==> config.mk <==
export PLATFORM = sky130hd
export DESIGN_NAME = embedded_zip_locator_unit
export DESIGN_NICKNAME = d
export VERILOG_FILES = /design/src/rtl/ezl_pkg.sv /design/src/rtl/ezl_scan.sv /design/src/rtl/embedded_zip_locator_unit.sv
export SDC_FILE = /design/constraint.sdc
export NUM_CORES = 1
export LEC_CHECK = 0
export ABC_AREA = 1
export BUFFER_PORTS_ARGS = -buffer_cell sky130_fd_sc_hd__buf_2
export CORE_MARGIN = 2
export CORE_UTILIZATION = 35
export DETAILED_ROUTE_END_ITERATION = 12
export GPL_TIMING_DRIVEN = 1
export SLEW_MARGIN = 20
export SYNTH_ARGS = -nofsm -noshare
export SYNTH_HDL_FRONTEND = slang
export SYNTH_SLANG_ARGS = --single-unit
==> constraint.sdc <==
create_clock -name clk -period 8.78 [get_ports clk]
set_input_delay 1.317 -clock clk [delete_from_list [all_inputs] [get_ports clk]]
set_output_delay 1.317 -clock clk [all_outputs]
set_load 0.02 [all_outputs]
==> src/rtl/ezl_pkg.sv <==
package ezl_pkg;

  // Signatures as seen in a 32-bit window, oldest byte in the top bits
  localparam logic [31:0] SIG_HEADER = 32'h504B_0304;
  localparam logic [31:0] SIG_EOCD   = 32'h504B_0506;

  // EOCD record layout
  localparam int unsigned EOCD_FIXED_SIZE = 22;
  localparam int unsigned CMT_OFFSET      = 20;

  // Result status codes
  localparam logic [2:0] ST_OK        = 3'd0;
  localparam logic [2:0] ST_NO_HDR    = 3'd1;
  localparam logic [2:0] ST_NO_EOCD   = 3'd2;
  localparam logic [2:0] ST_TRUNC     = 3'd3;
  localparam logic [2:0] ST_BAD_SIZE  = 3'd4;

  typedef logic [2:0] status_t;

  // Flags of one finished file, handed from the scanner to the result stage
  typedef struct packed {
    logic hdr_seen;
    logic eocd_seen;
  } ezl_flags_t;

endpackage

==> src/rtl/ezl_scan.sv <==
module ezl_scan #(
  parameter int POSITION_BITS = 32
) (
  input  logic                     clk,
  input  logic                     rst_n,
  input  logic                     in_valid,
  output logic                     in_ready,
  input  logic [7:0]               in_data_byte,
  input  logic                     in_last_byte,
  input  logic                     fin_take,
  output logic                     fin_valid,
  output ezl_pkg::ezl_flags_t      fin_flags,
  output logic [POSITION_BITS-1:0] fin_pos,
  output logic [POSITION_BITS-1:0] fin_hdr_off,
  output logic [POSITION_BITS-1:0] fin_eocd_off,
  output logic [15:0]              fin_cmt
);

  localparam int P = POSITION_BITS;

  // Scan state
  logic [P-1:0]  pos_r;
  logic [23:0]   recent_r;
  logic          hdr_seen_r;
  logic [P-1:0]  hdr_off_r;
  logic          eocd_seen_r;
  logic [P-1:0]  eocd_off_r;
  logic [15:0]   cmt_r;

  logic          hdr_seen_nxt;
  logic [P-1:0]  hdr_off_nxt;
  logic          eocd_seen_nxt;
  logic [P-1:0]  eocd_off_nxt;
  logic [15:0]   cmt_nxt;

  // Snapshot of a finished file
  logic                 fin_valid_r;
  ezl_pkg::ezl_flags_t  fin_flags_r;
  logic [P-1:0]         fin_pos_r;
  logic [P-1:0]         fin_hdr_off_r;
  logic [P-1:0]         fin_eocd_off_r;
  logic [15:0]          fin_cmt_r;

  logic [31:0]   window;
  logic          hdr_hit;
  logic          eocd_hit;
  logic [P-1:0]  sig_start;
  logic [P-1:0]  eocd_dist;
  logic          accept;

  assign in_ready  = !fin_valid_r || fin_take;
  assign accept    = in_valid && in_ready;

  assign window    = {recent_r, in_data_byte};
  assign hdr_hit   = (window == ezl_pkg::SIG_HEADER);
  assign eocd_hit  = (window == ezl_pkg::SIG_EOCD);
  assign sig_start = pos_r - P'(3);
  assign eocd_dist = pos_r - eocd_off_r;

  // Track first header, last EOCD and its comment length
  always_comb begin
    hdr_seen_nxt  = hdr_seen_r | hdr_hit;
    hdr_off_nxt   = (hdr_hit && !hdr_seen_r) ? sig_start : hdr_off_r;
    eocd_seen_nxt = eocd_seen_r;
    eocd_off_nxt  = eocd_off_r;
    cmt_nxt       = cmt_r;
    if (eocd_hit) begin
      eocd_seen_nxt = 1'b1;
      eocd_off_nxt  = sig_start;
      cmt_nxt       = '0;
    end else if (eocd_seen_r) begin
      if (eocd_dist == P'(ezl_pkg::CMT_OFFSET)) begin
        cmt_nxt[7:0] = in_data_byte;
      end else if (eocd_dist == P'(ezl_pkg::CMT_OFFSET + 1)) begin
        cmt_nxt[15:8] = in_data_byte;
      end
    end
  end

  // Advance the scan; clear it after the final byte
  always_ff @(posedge clk) begin
    if (!rst_n) begin
      pos_r       <= '0;
      recent_r    <= '0;
      hdr_seen_r  <= 1'b0;
      hdr_off_r   <= '0;
      eocd_seen_r <= 1'b0;
      eocd_off_r  <= '0;
      cmt_r       <= '0;
    end else if (accept) begin
      if (in_last_byte) begin
        pos_r       <= '0;
        recent_r    <= '0;
        hdr_seen_r  <= 1'b0;
        hdr_off_r   <= '0;
        eocd_seen_r <= 1'b0;
        eocd_off_r  <= '0;
        cmt_r       <= '0;
      end else begin
        pos_r       <= pos_r + P'(1);
        recent_r    <= window[23:0];
        hdr_seen_r  <= hdr_seen_nxt;
        hdr_off_r   <= hdr_off_nxt;
        eocd_seen_r <= eocd_seen_nxt;
        eocd_off_r  <= eocd_off_nxt;
        cmt_r       <= cmt_nxt;
      end
    end
  end

  // Snapshot valid: set by a final byte, drop when the result stage takes it
  always_ff @(posedge clk) begin
    if (!rst_n) begin
      fin_valid_r <= 1'b0;
    end else if (accept && in_last_byte) begin
      fin_valid_r <= 1'b1;
    end else if (fin_take) begin
      fin_valid_r <= 1'b0;
    end
  end

  // Hold the snapshot payload
  always_ff @(posedge clk) begin
    if (accept && in_last_byte) begin
      fin_flags_r.hdr_seen  <= hdr_seen_nxt;
      fin_flags_r.eocd_seen <= eocd_seen_nxt;
      fin_pos_r             <= pos_r;
      fin_hdr_off_r         <= hdr_off_nxt;
      fin_eocd_off_r        <= eocd_off_nxt;
      fin_cmt_r             <= cmt_nxt;
    end
  end

  assign fin_valid    = fin_valid_r;
  assign fin_flags    = fin_flags_r;
  assign fin_pos      = fin_pos_r;
  assign fin_hdr_off  = fin_hdr_off_r;
  assign fin_eocd_off = fin_eocd_off_r;
  assign fin_cmt      = fin_cmt_r;

  // A final byte restarts the scan and fills the snapshot
  a_last_clears: assert property (@(posedge clk) disable iff (!rst_n)
    accept && in_last_byte |=> fin_valid_r && pos_r == '0 && !hdr_seen_r && !eocd_seen_r)
    else $error("scan state not cleared after final byte");

  // A header offset is only kept once a header was seen
  a_hdr_off_zero: assert property (@(posedge clk) disable iff (!rst_n)
    !hdr_seen_r |-> hdr_off_r == '0)
    else $error("header offset set without a header");

endmodule

==> src/rtl/embedded_zip_locator_unit.sv <==
// Embedded ZIP locator.
// Input channel (in_valid/in_ready): one file byte per request, with
// in_last_byte high on the file's final byte. The block finds the first
// local-header signature and the last end-of-central-directory record.
// Result channel (out_valid/out_ready): one result per file, issued for
// the final byte: out_status, out_zip_start and out_zip_length.
// Throughput: one byte per cycle while in_ready is high, set by the
// combinational signature match and offset update in the scanner.
// Result path: a finished file moves from the snapshot register into the
// result register once that is free or being taken, and out_valid rises
// when the result register loads.
// Stall: a finished file waits in the snapshot register while the result
// register is held; bytes keep flowing until both are full, and then
// in_ready drops until out_ready takes the pending result.
// Reset (rst_n low, synchronous): clears the scan state and both valid
// flags; the next byte accepted is offset zero of a new file.
module embedded_zip_locator_unit #(
  parameter int POSITION_BITS = 32
) (
  input  logic        clk,
  input  logic        rst_n,
  input  logic        in_valid,
  output logic        in_ready,
  input  logic [7:0]  in_data_byte,
  input  logic        in_last_byte,
  output logic        out_valid,
  input  logic        out_ready,
  output logic [2:0]  out_status,
  output logic [31:0] out_zip_start,
  output logic [31:0] out_zip_length
);

  localparam int P  = POSITION_BITS;
  localparam int CW = ((P > 17) ? P : 17) + 1;
  localparam int OW = (P > 32) ? P : 32;

  logic                 fin_valid;
  logic                 fin_take;
  ezl_pkg::ezl_flags_t  fin_flags;
  logic [P-1:0]         fin_pos;
  logic [P-1:0]         fin_hdr_off;
  logic [P-1:0]         fin_eocd_off;
  logic [15:0]          fin_cmt;

  logic                 out_adv;
  logic                 out_valid_r;
  ezl_pkg::status_t     status_r;
  logic [31:0]          zip_start_r;
  logic [31:0]          zip_length_r;

  ezl_pkg::status_t     status_nxt;
  logic [31:0]          zip_length_nxt;
  logic [31:0]          zip_start_nxt;
  logic [P-1:0]         tail;
  logic [CW-1:0]        need;
  logic [P-1:0]         len_p;
  logic [OW-1:0]        len_w;
  logic [OW-1:0]        start_w;

  assign out_adv  = !out_valid_r || out_ready;
  assign fin_take = fin_valid && out_adv;

  ezl_scan #(
    .POSITION_BITS(POSITION_BITS)
  ) u_scan (
    .clk          (clk),
    .rst_n        (rst_n),
    .in_valid     (in_valid),
    .in_ready     (in_ready),
    .in_data_byte (in_data_byte),
    .in_last_byte (in_last_byte),
    .fin_take     (fin_take),
    .fin_valid    (fin_valid),
    .fin_flags    (fin_flags),
    .fin_pos      (fin_pos),
    .fin_hdr_off  (fin_hdr_off),
    .fin_eocd_off (fin_eocd_off),
    .fin_cmt      (fin_cmt)
  );

  // Size arithmetic on the finished file
  assign tail    = fin_pos - fin_eocd_off;
  assign need    = CW'(ezl_pkg::EOCD_FIXED_SIZE - 1) + CW'(fin_cmt);
  assign len_p   = fin_eocd_off - fin_hdr_off + P'(ezl_pkg::EOCD_FIXED_SIZE) + P'(fin_cmt);
  assign len_w   = OW'(len_p);
  assign start_w = OW'(fin_hdr_off);
  assign zip_start_nxt = start_w[31:0];

  // Pick the status in precedence order
  always_comb begin
    zip_length_nxt = '0;
    priority if (!fin_flags.hdr_seen) begin
      status_nxt = ezl_pkg::ST_NO_HDR;
    end else if (!fin_flags.eocd_seen) begin
      status_nxt = ezl_pkg::ST_NO_EOCD;
    end else if (CW'(tail) < CW'(ezl_pkg::CMT_OFFSET + 1)) begin
      status_nxt = ezl_pkg::ST_TRUNC;
    end else if (fin_eocd_off < fin_hdr_off) begin
      status_nxt = ezl_pkg::ST_BAD_SIZE;
    end else if (CW'(tail) < need) begin
      status_nxt = ezl_pkg::ST_BAD_SIZE;
    end else begin
      status_nxt     = ezl_pkg::ST_OK;
      zip_length_nxt = len_w[31:0];
    end
  end

  // Result valid: load from the snapshot, drop when taken
  always_ff @(posedge clk) begin
    if (!rst_n) begin
      out_valid_r <= 1'b0;
    end else if (out_adv) begin
      out_valid_r <= fin_valid;
    end
  end

  // Hold the result payload
  always_ff @(posedge clk) begin
    if (fin_take) begin
      status_r     <= status_nxt;
      zip_start_r  <= zip_start_nxt;
      zip_length_r <= zip_length_nxt;
    end
  end

  assign out_valid      = out_valid_r;
  assign out_status     = status_r;
  assign out_zip_start  = zip_start_r;
  assign out_zip_length = zip_length_r;

  // Length is reported only for a good archive
  a_len_only_ok: assert property (@(posedge clk) disable iff (!rst_n)
    out_valid && out_status != ezl_pkg::ST_OK |-> out_zip_length == '0)
    else $error("length reported with a failing status");

  // No header means no start offset
  a_no_hdr_start: assert property (@(posedge clk) disable iff (!rst_n)
    out_valid && out_status == ezl_pkg::ST_NO_HDR |-> out_zip_start == '0)
    else $error("start offset reported without a header");

  // Status stays within the defined codes
  a_status_range: assert property (@(posedge clk) disable iff (!rst_n)
    out_valid |-> out_status <= ezl_pkg::ST_BAD_SIZE)
    else $error("undefined status code");

  // A pending snapshot moves into a free result register
  a_snapshot_moves: assert property (@(posedge clk) disable iff (!rst_n)
    fin_valid && !out_valid_r |=> out_valid_r)
    else $error("snapshot not moved to the result register");

endmodule
Word-level counts from Yosys, hierarchy flattened
Cells that the tools add are included.

Flip-flop bits (word level): 321. Output and inout port bits: 69.

$add $sub $neg: 8. $lt $le $gt $ge: 3. Equal/unequal tests: 4. Mux-type cells: 21. Bitwise gates (word level): 3. Reduce and logical (&&, ||, !) cells: 12.

Operators by type and width (count): 2-to-1 mux 32 bit (5); subtractor 32 bit (3); equality test 32 x 31 -> 1 bit (second input constant) (2); equality test 32 x 5 -> 1 bit (second input constant) (2); 2-to-1 mux 16 bit (3); adder 32 x 1 -> 32 bit (second input constant) (1); adder 32 x 16 -> 32 bit (1); adder 32 x 5 -> 32 bit (second input constant) (1); < comparator 32 x 17 -> 1 bit (1); < comparator 32 bit (1); < comparator 32 x 5 -> 1 bit (second input constant) (1); subtractor 32 x 2 -> 32 bit (second input constant) (1); 2-to-1 mux 24 bit (1); 2-to-1 mux 8 bit (3); adder 5 x 16 -> 17 bit (first input constant) (1); 2-to-1 mux 3 bit (2); 2-to-1 mux 1 bit (5); OR reduction 5 bit (1); logical AND 1 bit (4); 2-to-1 mux 2 bit (2); logical NOT 1 bit (3); OR reduction 3 bit (1); logical OR 1 bit (2); inverter 1 bit (2); 2 further kinds (2).

Depth between registers and ports, before layout
Depth after elaboration: 7. Mapped depth: 24. Gate-level depth less buffers: 23.

Hierarchy
A second synthesis with hierarchy kept.

Cell total of the unflattened synthesis: 3094. Area, all modules: 22749.3 um^2.

By module, submodules not included: ezl_scan (instances 1, cells an instance 1777, area an instance 13476.7 um^2, seq. area each 6206.0 um^2); embedded_zip_locator_unit (instances 1, cells an instance 1317, area an instance 9272.6 um^2, seq. area each 2031.9 um^2).

Worst setup path after synthesis
Ideal clock, no wire load.

Path type: input to register. From: input port out_ready. To: register u_scan.fin_cmt_r[0] (netlist: u_scan.fin_cmt[0]), enable pin. Setup time: 0.589 ns. Arrival: 6.583 ns. Data required time: 8.191 ns. Slack: 1.608 ns. Cell stages on the path: 5. Cell sequence: inv_1 nand3_2 nand2_2 clkbuf_1 nor2_1.

Longest elaborated chain between the ends: 5.

RTL lines: start, declared (RTL line embedded_zip_locator_unit.sv:27) `input logic out_ready,`; logical OR 1 bit (RTL line embedded_zip_locator_unit.sv:60) `assign out_adv = !out_valid_r || out_ready;`; logical AND 1 bit (RTL line embedded_zip_locator_unit.sv:61) `assign fin_take = fin_valid && out_adv;`; logical OR 1 bit (RTL line ezl_scan.sv:51) `assign in_ready = !fin_valid_r || fin_take;`; via in_ready (RTL line embedded_zip_locator_unit.sv:23) `output logic in_ready,`; logical AND 1 bit (RTL line ezl_scan.sv:52) `assign accept = in_valid && in_ready;`; logical AND 1 bit (RTL line ezl_scan.sv:124) `if (accept && in_last_byte) begin`; end signal, assigned (RTL line ezl_scan.sv:130) `fin_cmt_r <= cmt_nxt;`; end, declared (RTL line ezl_scan.sv:42) `logic [15:0] fin_cmt_r;`.

The timed path passes the listed nets, and every way through them passes these cells. A chain may end at the register's enable or synchronous reset.

Final worst setup path
From: register u_scan.fin_eocd_off_r[0] (netlist: u_scan.fin_eocd_off[0]). To: register zip_length_r[17] (netlist: out_zip_length[17]), data pin.

Longest elaborated chain between the ends: 3.

RTL lines: start, declared (RTL line ezl_scan.sv:41) `logic [P-1:0] fin_eocd_off_r;`; start signal, assigned (RTL line ezl_scan.sv:129) `fin_eocd_off_r <= eocd_off_nxt;`; subtractor 32 bit (on tied branches) (RTL line embedded_zip_locator_unit.sv:84, embedded_zip_locator_unit.sv:82); adder 32 x 5 -> 32 bit, or another cell as far along (RTL line embedded_zip_locator_unit.sv:84) `assign len_p = fin_eocd_off - fin_hdr_off + P'(ezl_pkg::EOCD_FIXED_SIZE) + P'(fin_cmt);`; adder 32 x 16 -> 32 bit or OR reduction 5 bit (tied branches); end signal, assigned (RTL line embedded_zip_locator_unit.sv:122) `zip_length_r <= zip_length_nxt;`; end, declared (RTL line embedded_zip_locator_unit.sv:49) `logic [31:0] zip_length_r;`.

Parallel ways exist; a longest one is shown, timed or not.

==> impl_results.md <==
- Hold WC Path Type: reg -> reg
- Slowest cell on the critical path: nand2_2
- Mapped Cells: 2,845
- Tot GR Track Use: 0.173
- Worst slew pin tran: 0.962 ns
- Post-Syn Area: around 0.022 sq mm
- WS Path Type: reg -> reg
- Synth area leader: edfxtp_1
- Clock buffer depth: 3
- Worst setup startpoint: u_scan.fin_eocd_off[0]$_DFFE_PP_
- DRC: 0
- Via count: 18,019
- Worst path required time: between 9 and 10 ns
- Share of layout cells above drive strength 1: 0.0713
- Final Hold Viols: 0
- Post-CTS setup buffer count: 0
- FF-to-FF Start: u_scan.fin_eocd_off[0]$_DFFE_PP_
- Data arrival time of the worst path: 4.40 ns
- Crit Path Max Fanout: 32
- Synthesized Nets: 3,057
- Max Freq: 243 MHz
- Total die area: 0.0638 sq mm
- Top FF cell, synth: edfxtp_1
- Ys async rst share: 0
- Crit path cell chain: ha_1 -> fa_1 -> inv_1 -> nand3_1 -> nand2_1 -> nand3_1 -> nand2_1 -> nand2_1 -> nand2_1 -> xnor2_1 -> inv_1 -> ha_1 -> nand4_1 -> inv_1 -> a21oi_1 -> nand2_1 -> nand2_1 -> nand3_1 -> nor3_1 -> nand2_1 -> nand2_2 -> nor3_1
- Cts bufs inserted: 31
- Die Height: 253 um
- ANT nets after route: 0
- Clock skew: 0.0175 ns
- Wirelength per Cell: 14.7 um
- Nets: 3,118
- Port-buffer cells: 81
- Peak supply drop: 0.000123 V
- Antenna diodes: 0
- Area growth from synthesis to layout: 10.6%
- GRT overflow: 0
- Hold path start: u_scan.cmt_r[9]$_SDFFE_PN0P_
- DRT iter0 DRCs: roughly 1,200
- CP Capture Type: flip-flop
- Starting Density: 0.352
- CTS tree: yes
- Power Density: 147 mW/mm^2
- Pre-Repair DR Iteration Count: 5
- Flops & latches, synth: 321
- Syn. warnings: 0
- Htree depth: 1
- I/O pin count: 82
- Post-CTS Resized: 0
- First-pass GRT wire length: 89,200 um
- Max stage delay on crit path: 0.49 ns
- Crit start category: flip-flop
- Vias per inst: 4.84
- Post-place setup slack: 4.46 ns
- Final WS setup: 4.67 ns
- Post-layout min period: 4.11 ns
- Placer congestion estimate: roughly 0.90
- Max-cap viol count: 0
- Normalized max-slew margin: 0.357
- Final setup fails: 0
- Clk Latency, worst-skew pair: 0.58 ns
- Number of distinct library cells after synthesis: 51
- Hold_ws: 0.464 ns
- Die Wd: 253 um
- Clock slew seen by the registers of the worst setup and hold paths: 0.06 ns
- Final period utilization: 0.468
- Most frequent CP cell: nand2_1
- Largest net degree at the start of global routing: 74
- Core ar.: 0.0614 sq mm
- Rows: 91
- Detailed placer's ending HPWL: 43,700 um
- Clk sink count: between 300 and 400
- Root buffer cell: clkbuf_16
- Vias in the first global route: between 15,000 and 20,000
- Outcome: finished, final reports clean
- Post-CTS Hold Buffers: 0
- RSZ-0062 raised after global routing: false
- Reg2reg path depth: 22
- Worst hold path cell count: 2
- Largest cells by area after synthesis: edfxtp_1, nand2_1, dfxtp_1
- Number of synthesized flops with an enable pin: between 150 and 200
- Post-synthesis average cell area: 7.60 sq um
- Top-area cell type share of the netlist area: 0.251
- Initial antenna violation count: 0
- Max Slew Vio Count: 0
- P_leak: 10.9 nW
- WL final: ~55,000 um
- Setup_tns: 0 ns
- Sequential share of the synthesized area: 0.381
cells in the final DEF (no fill, tap or decap), types with 6 or more instances in the layout:
cell / netlist / routed
a21o_1: 7 / 7
nand3b_1: 11 / 11
nor2_1: 167 / 165
buf_2: 7 / 81
nand2_1: 767 / 765
o21bai_1: 6 / 6
clkinv_2: 0 / 8
o21a_1: 9 / 9
nand2_2: 16 / 17
inv_2: 7 / 6
edfxtp_1: 181 / 181
nor4_1: 10 / 10
nand3_1: 93 / 93
fa_1: 26 / 26
xor2_1: 78 / 78
dfxtp_1: 140 / 140
nor2_2: 7 / 7
a21oi_1: 248 / 247
o21ai_1: 10 / 10
nor2_4: 9 / 11
nand4_1: 67 / 67
inv_1: 484 / 484
buf_4: 5 / 9
o21ai_0: 114 / 114
nand3_2: 9 / 9
clkbuf_16: 0 / 31
and3_1: 17 / 17
o211ai_1: 6 / 6
ha_1: 173 / 173
xnor2_1: 17 / 17
nor3_1: 64 / 64
worst max-delay path, delay by kind of cell (launching register included):
family                   cells  cell delay [ns]
AO/OA/AOI/OAI                1             0.14
XOR/XNOR                     1             0.15
adder cells (fa/ha/maj)      3             0.94
buffers and inverters        3             0.20
flip-flops                   1             0.43
AND/OR/NAND/NOR             14             1.97
cell families after synthesis:
group | count (synthesis) | synth area share
xor+xnor | 95 | 0.0385
buf+inv | 553 | 0.0977
simple gates | 1255 | 0.255
flops | 321 | 0.381
compound gates | 422 | 0.104
fa+ha+maj | 199 | 0.124
power breakdown:
part	switching (mW)	internal [mW]	total (mW)
sequential	0.0229	1.62	1.64
combinational	0.327	0.164	0.491
clock	0.581	0.803	1.38
final cells by class:
type                            count  area (sq um)
Clock buffer                       35           801
Clock inverter                     23           253
Fill cell                        6409         37500
Inverter                          491          1840
Multi-Input combinational cell   1971         11300
Sequential cell                   321          8240
Tap cell                          790           988
Timing Repair Buffer               90           473
registers in the layout (all words and copies together), names as in the netlist:
name	count
out_status	3
out_valid	1
out_zip_length	32
out_zip_start	32
u_scan.cmt_r	16
u_scan.eocd_off_r	32
u_scan.eocd_seen_r	1
u_scan.fin_cmt	16
u_scan.fin_eocd_off	32
u_scan.fin_flags	2
u_scan.fin_hdr_off	32
u_scan.fin_pos	32
u_scan.fin_valid	1
u_scan.hdr_off_r	32
u_scan.hdr_seen_r	1
u_scan.pos_r	32
u_scan.recent_r	24
per-stage QoR:
stage | cells | utilization | cell area, sq um | power (mW)
2_1_floorplan | 2845 | - | 21600 | 2.04
3_3_place_gp | 3663 | 0.372 | 22800 | 2.16
3_5_place_dp | 3663 | 0.372 | 22800 | 2.16
4_1_cts | 3721 | 0.389 | 23900 | 3.55
5_1_grt | 3721 | 0.389 | 23900 | 3.67
6_report | 3721 | 0.389 | 23900 | 3.51
final timing paths:
check / to / slack [ns]
max: out_zip_length[17]$_SDFFCE_PP0P_ / 4.67
min: u_scan.cmt_r[9]$_SDFFE_PN0P_ / 0.46
max reg2reg: out_zip_length[17]$_SDFFCE_PP0P_ / 4.67
min reg2reg: u_scan.cmt_r[9]$_SDFFE_PN0P_ / 0.46
synth_stat cells (all sizes together) (68+ instances only):
cell / count
xor2: 78
nor2: 183
nand4: 68
dfxtp: 140
nand3: 104
nand2: 784
edfxtp: 181
inv: 491
a21oi: 250
o21ai: 126
nor3: 71
ha: 173
routing by layer:
metal / vias to the layer above / share of wire / track usage
li1: 9376 / - / -
met1: 8260 / 0.48 / 0.241
met2: 313 / 0.46 / 0.290
met3: 70 / 0.036 / 0.0137
met4: 0 / 0.019 / 0.0416
met5: - / 0 / 0
(Power assumes the default switching activity.)
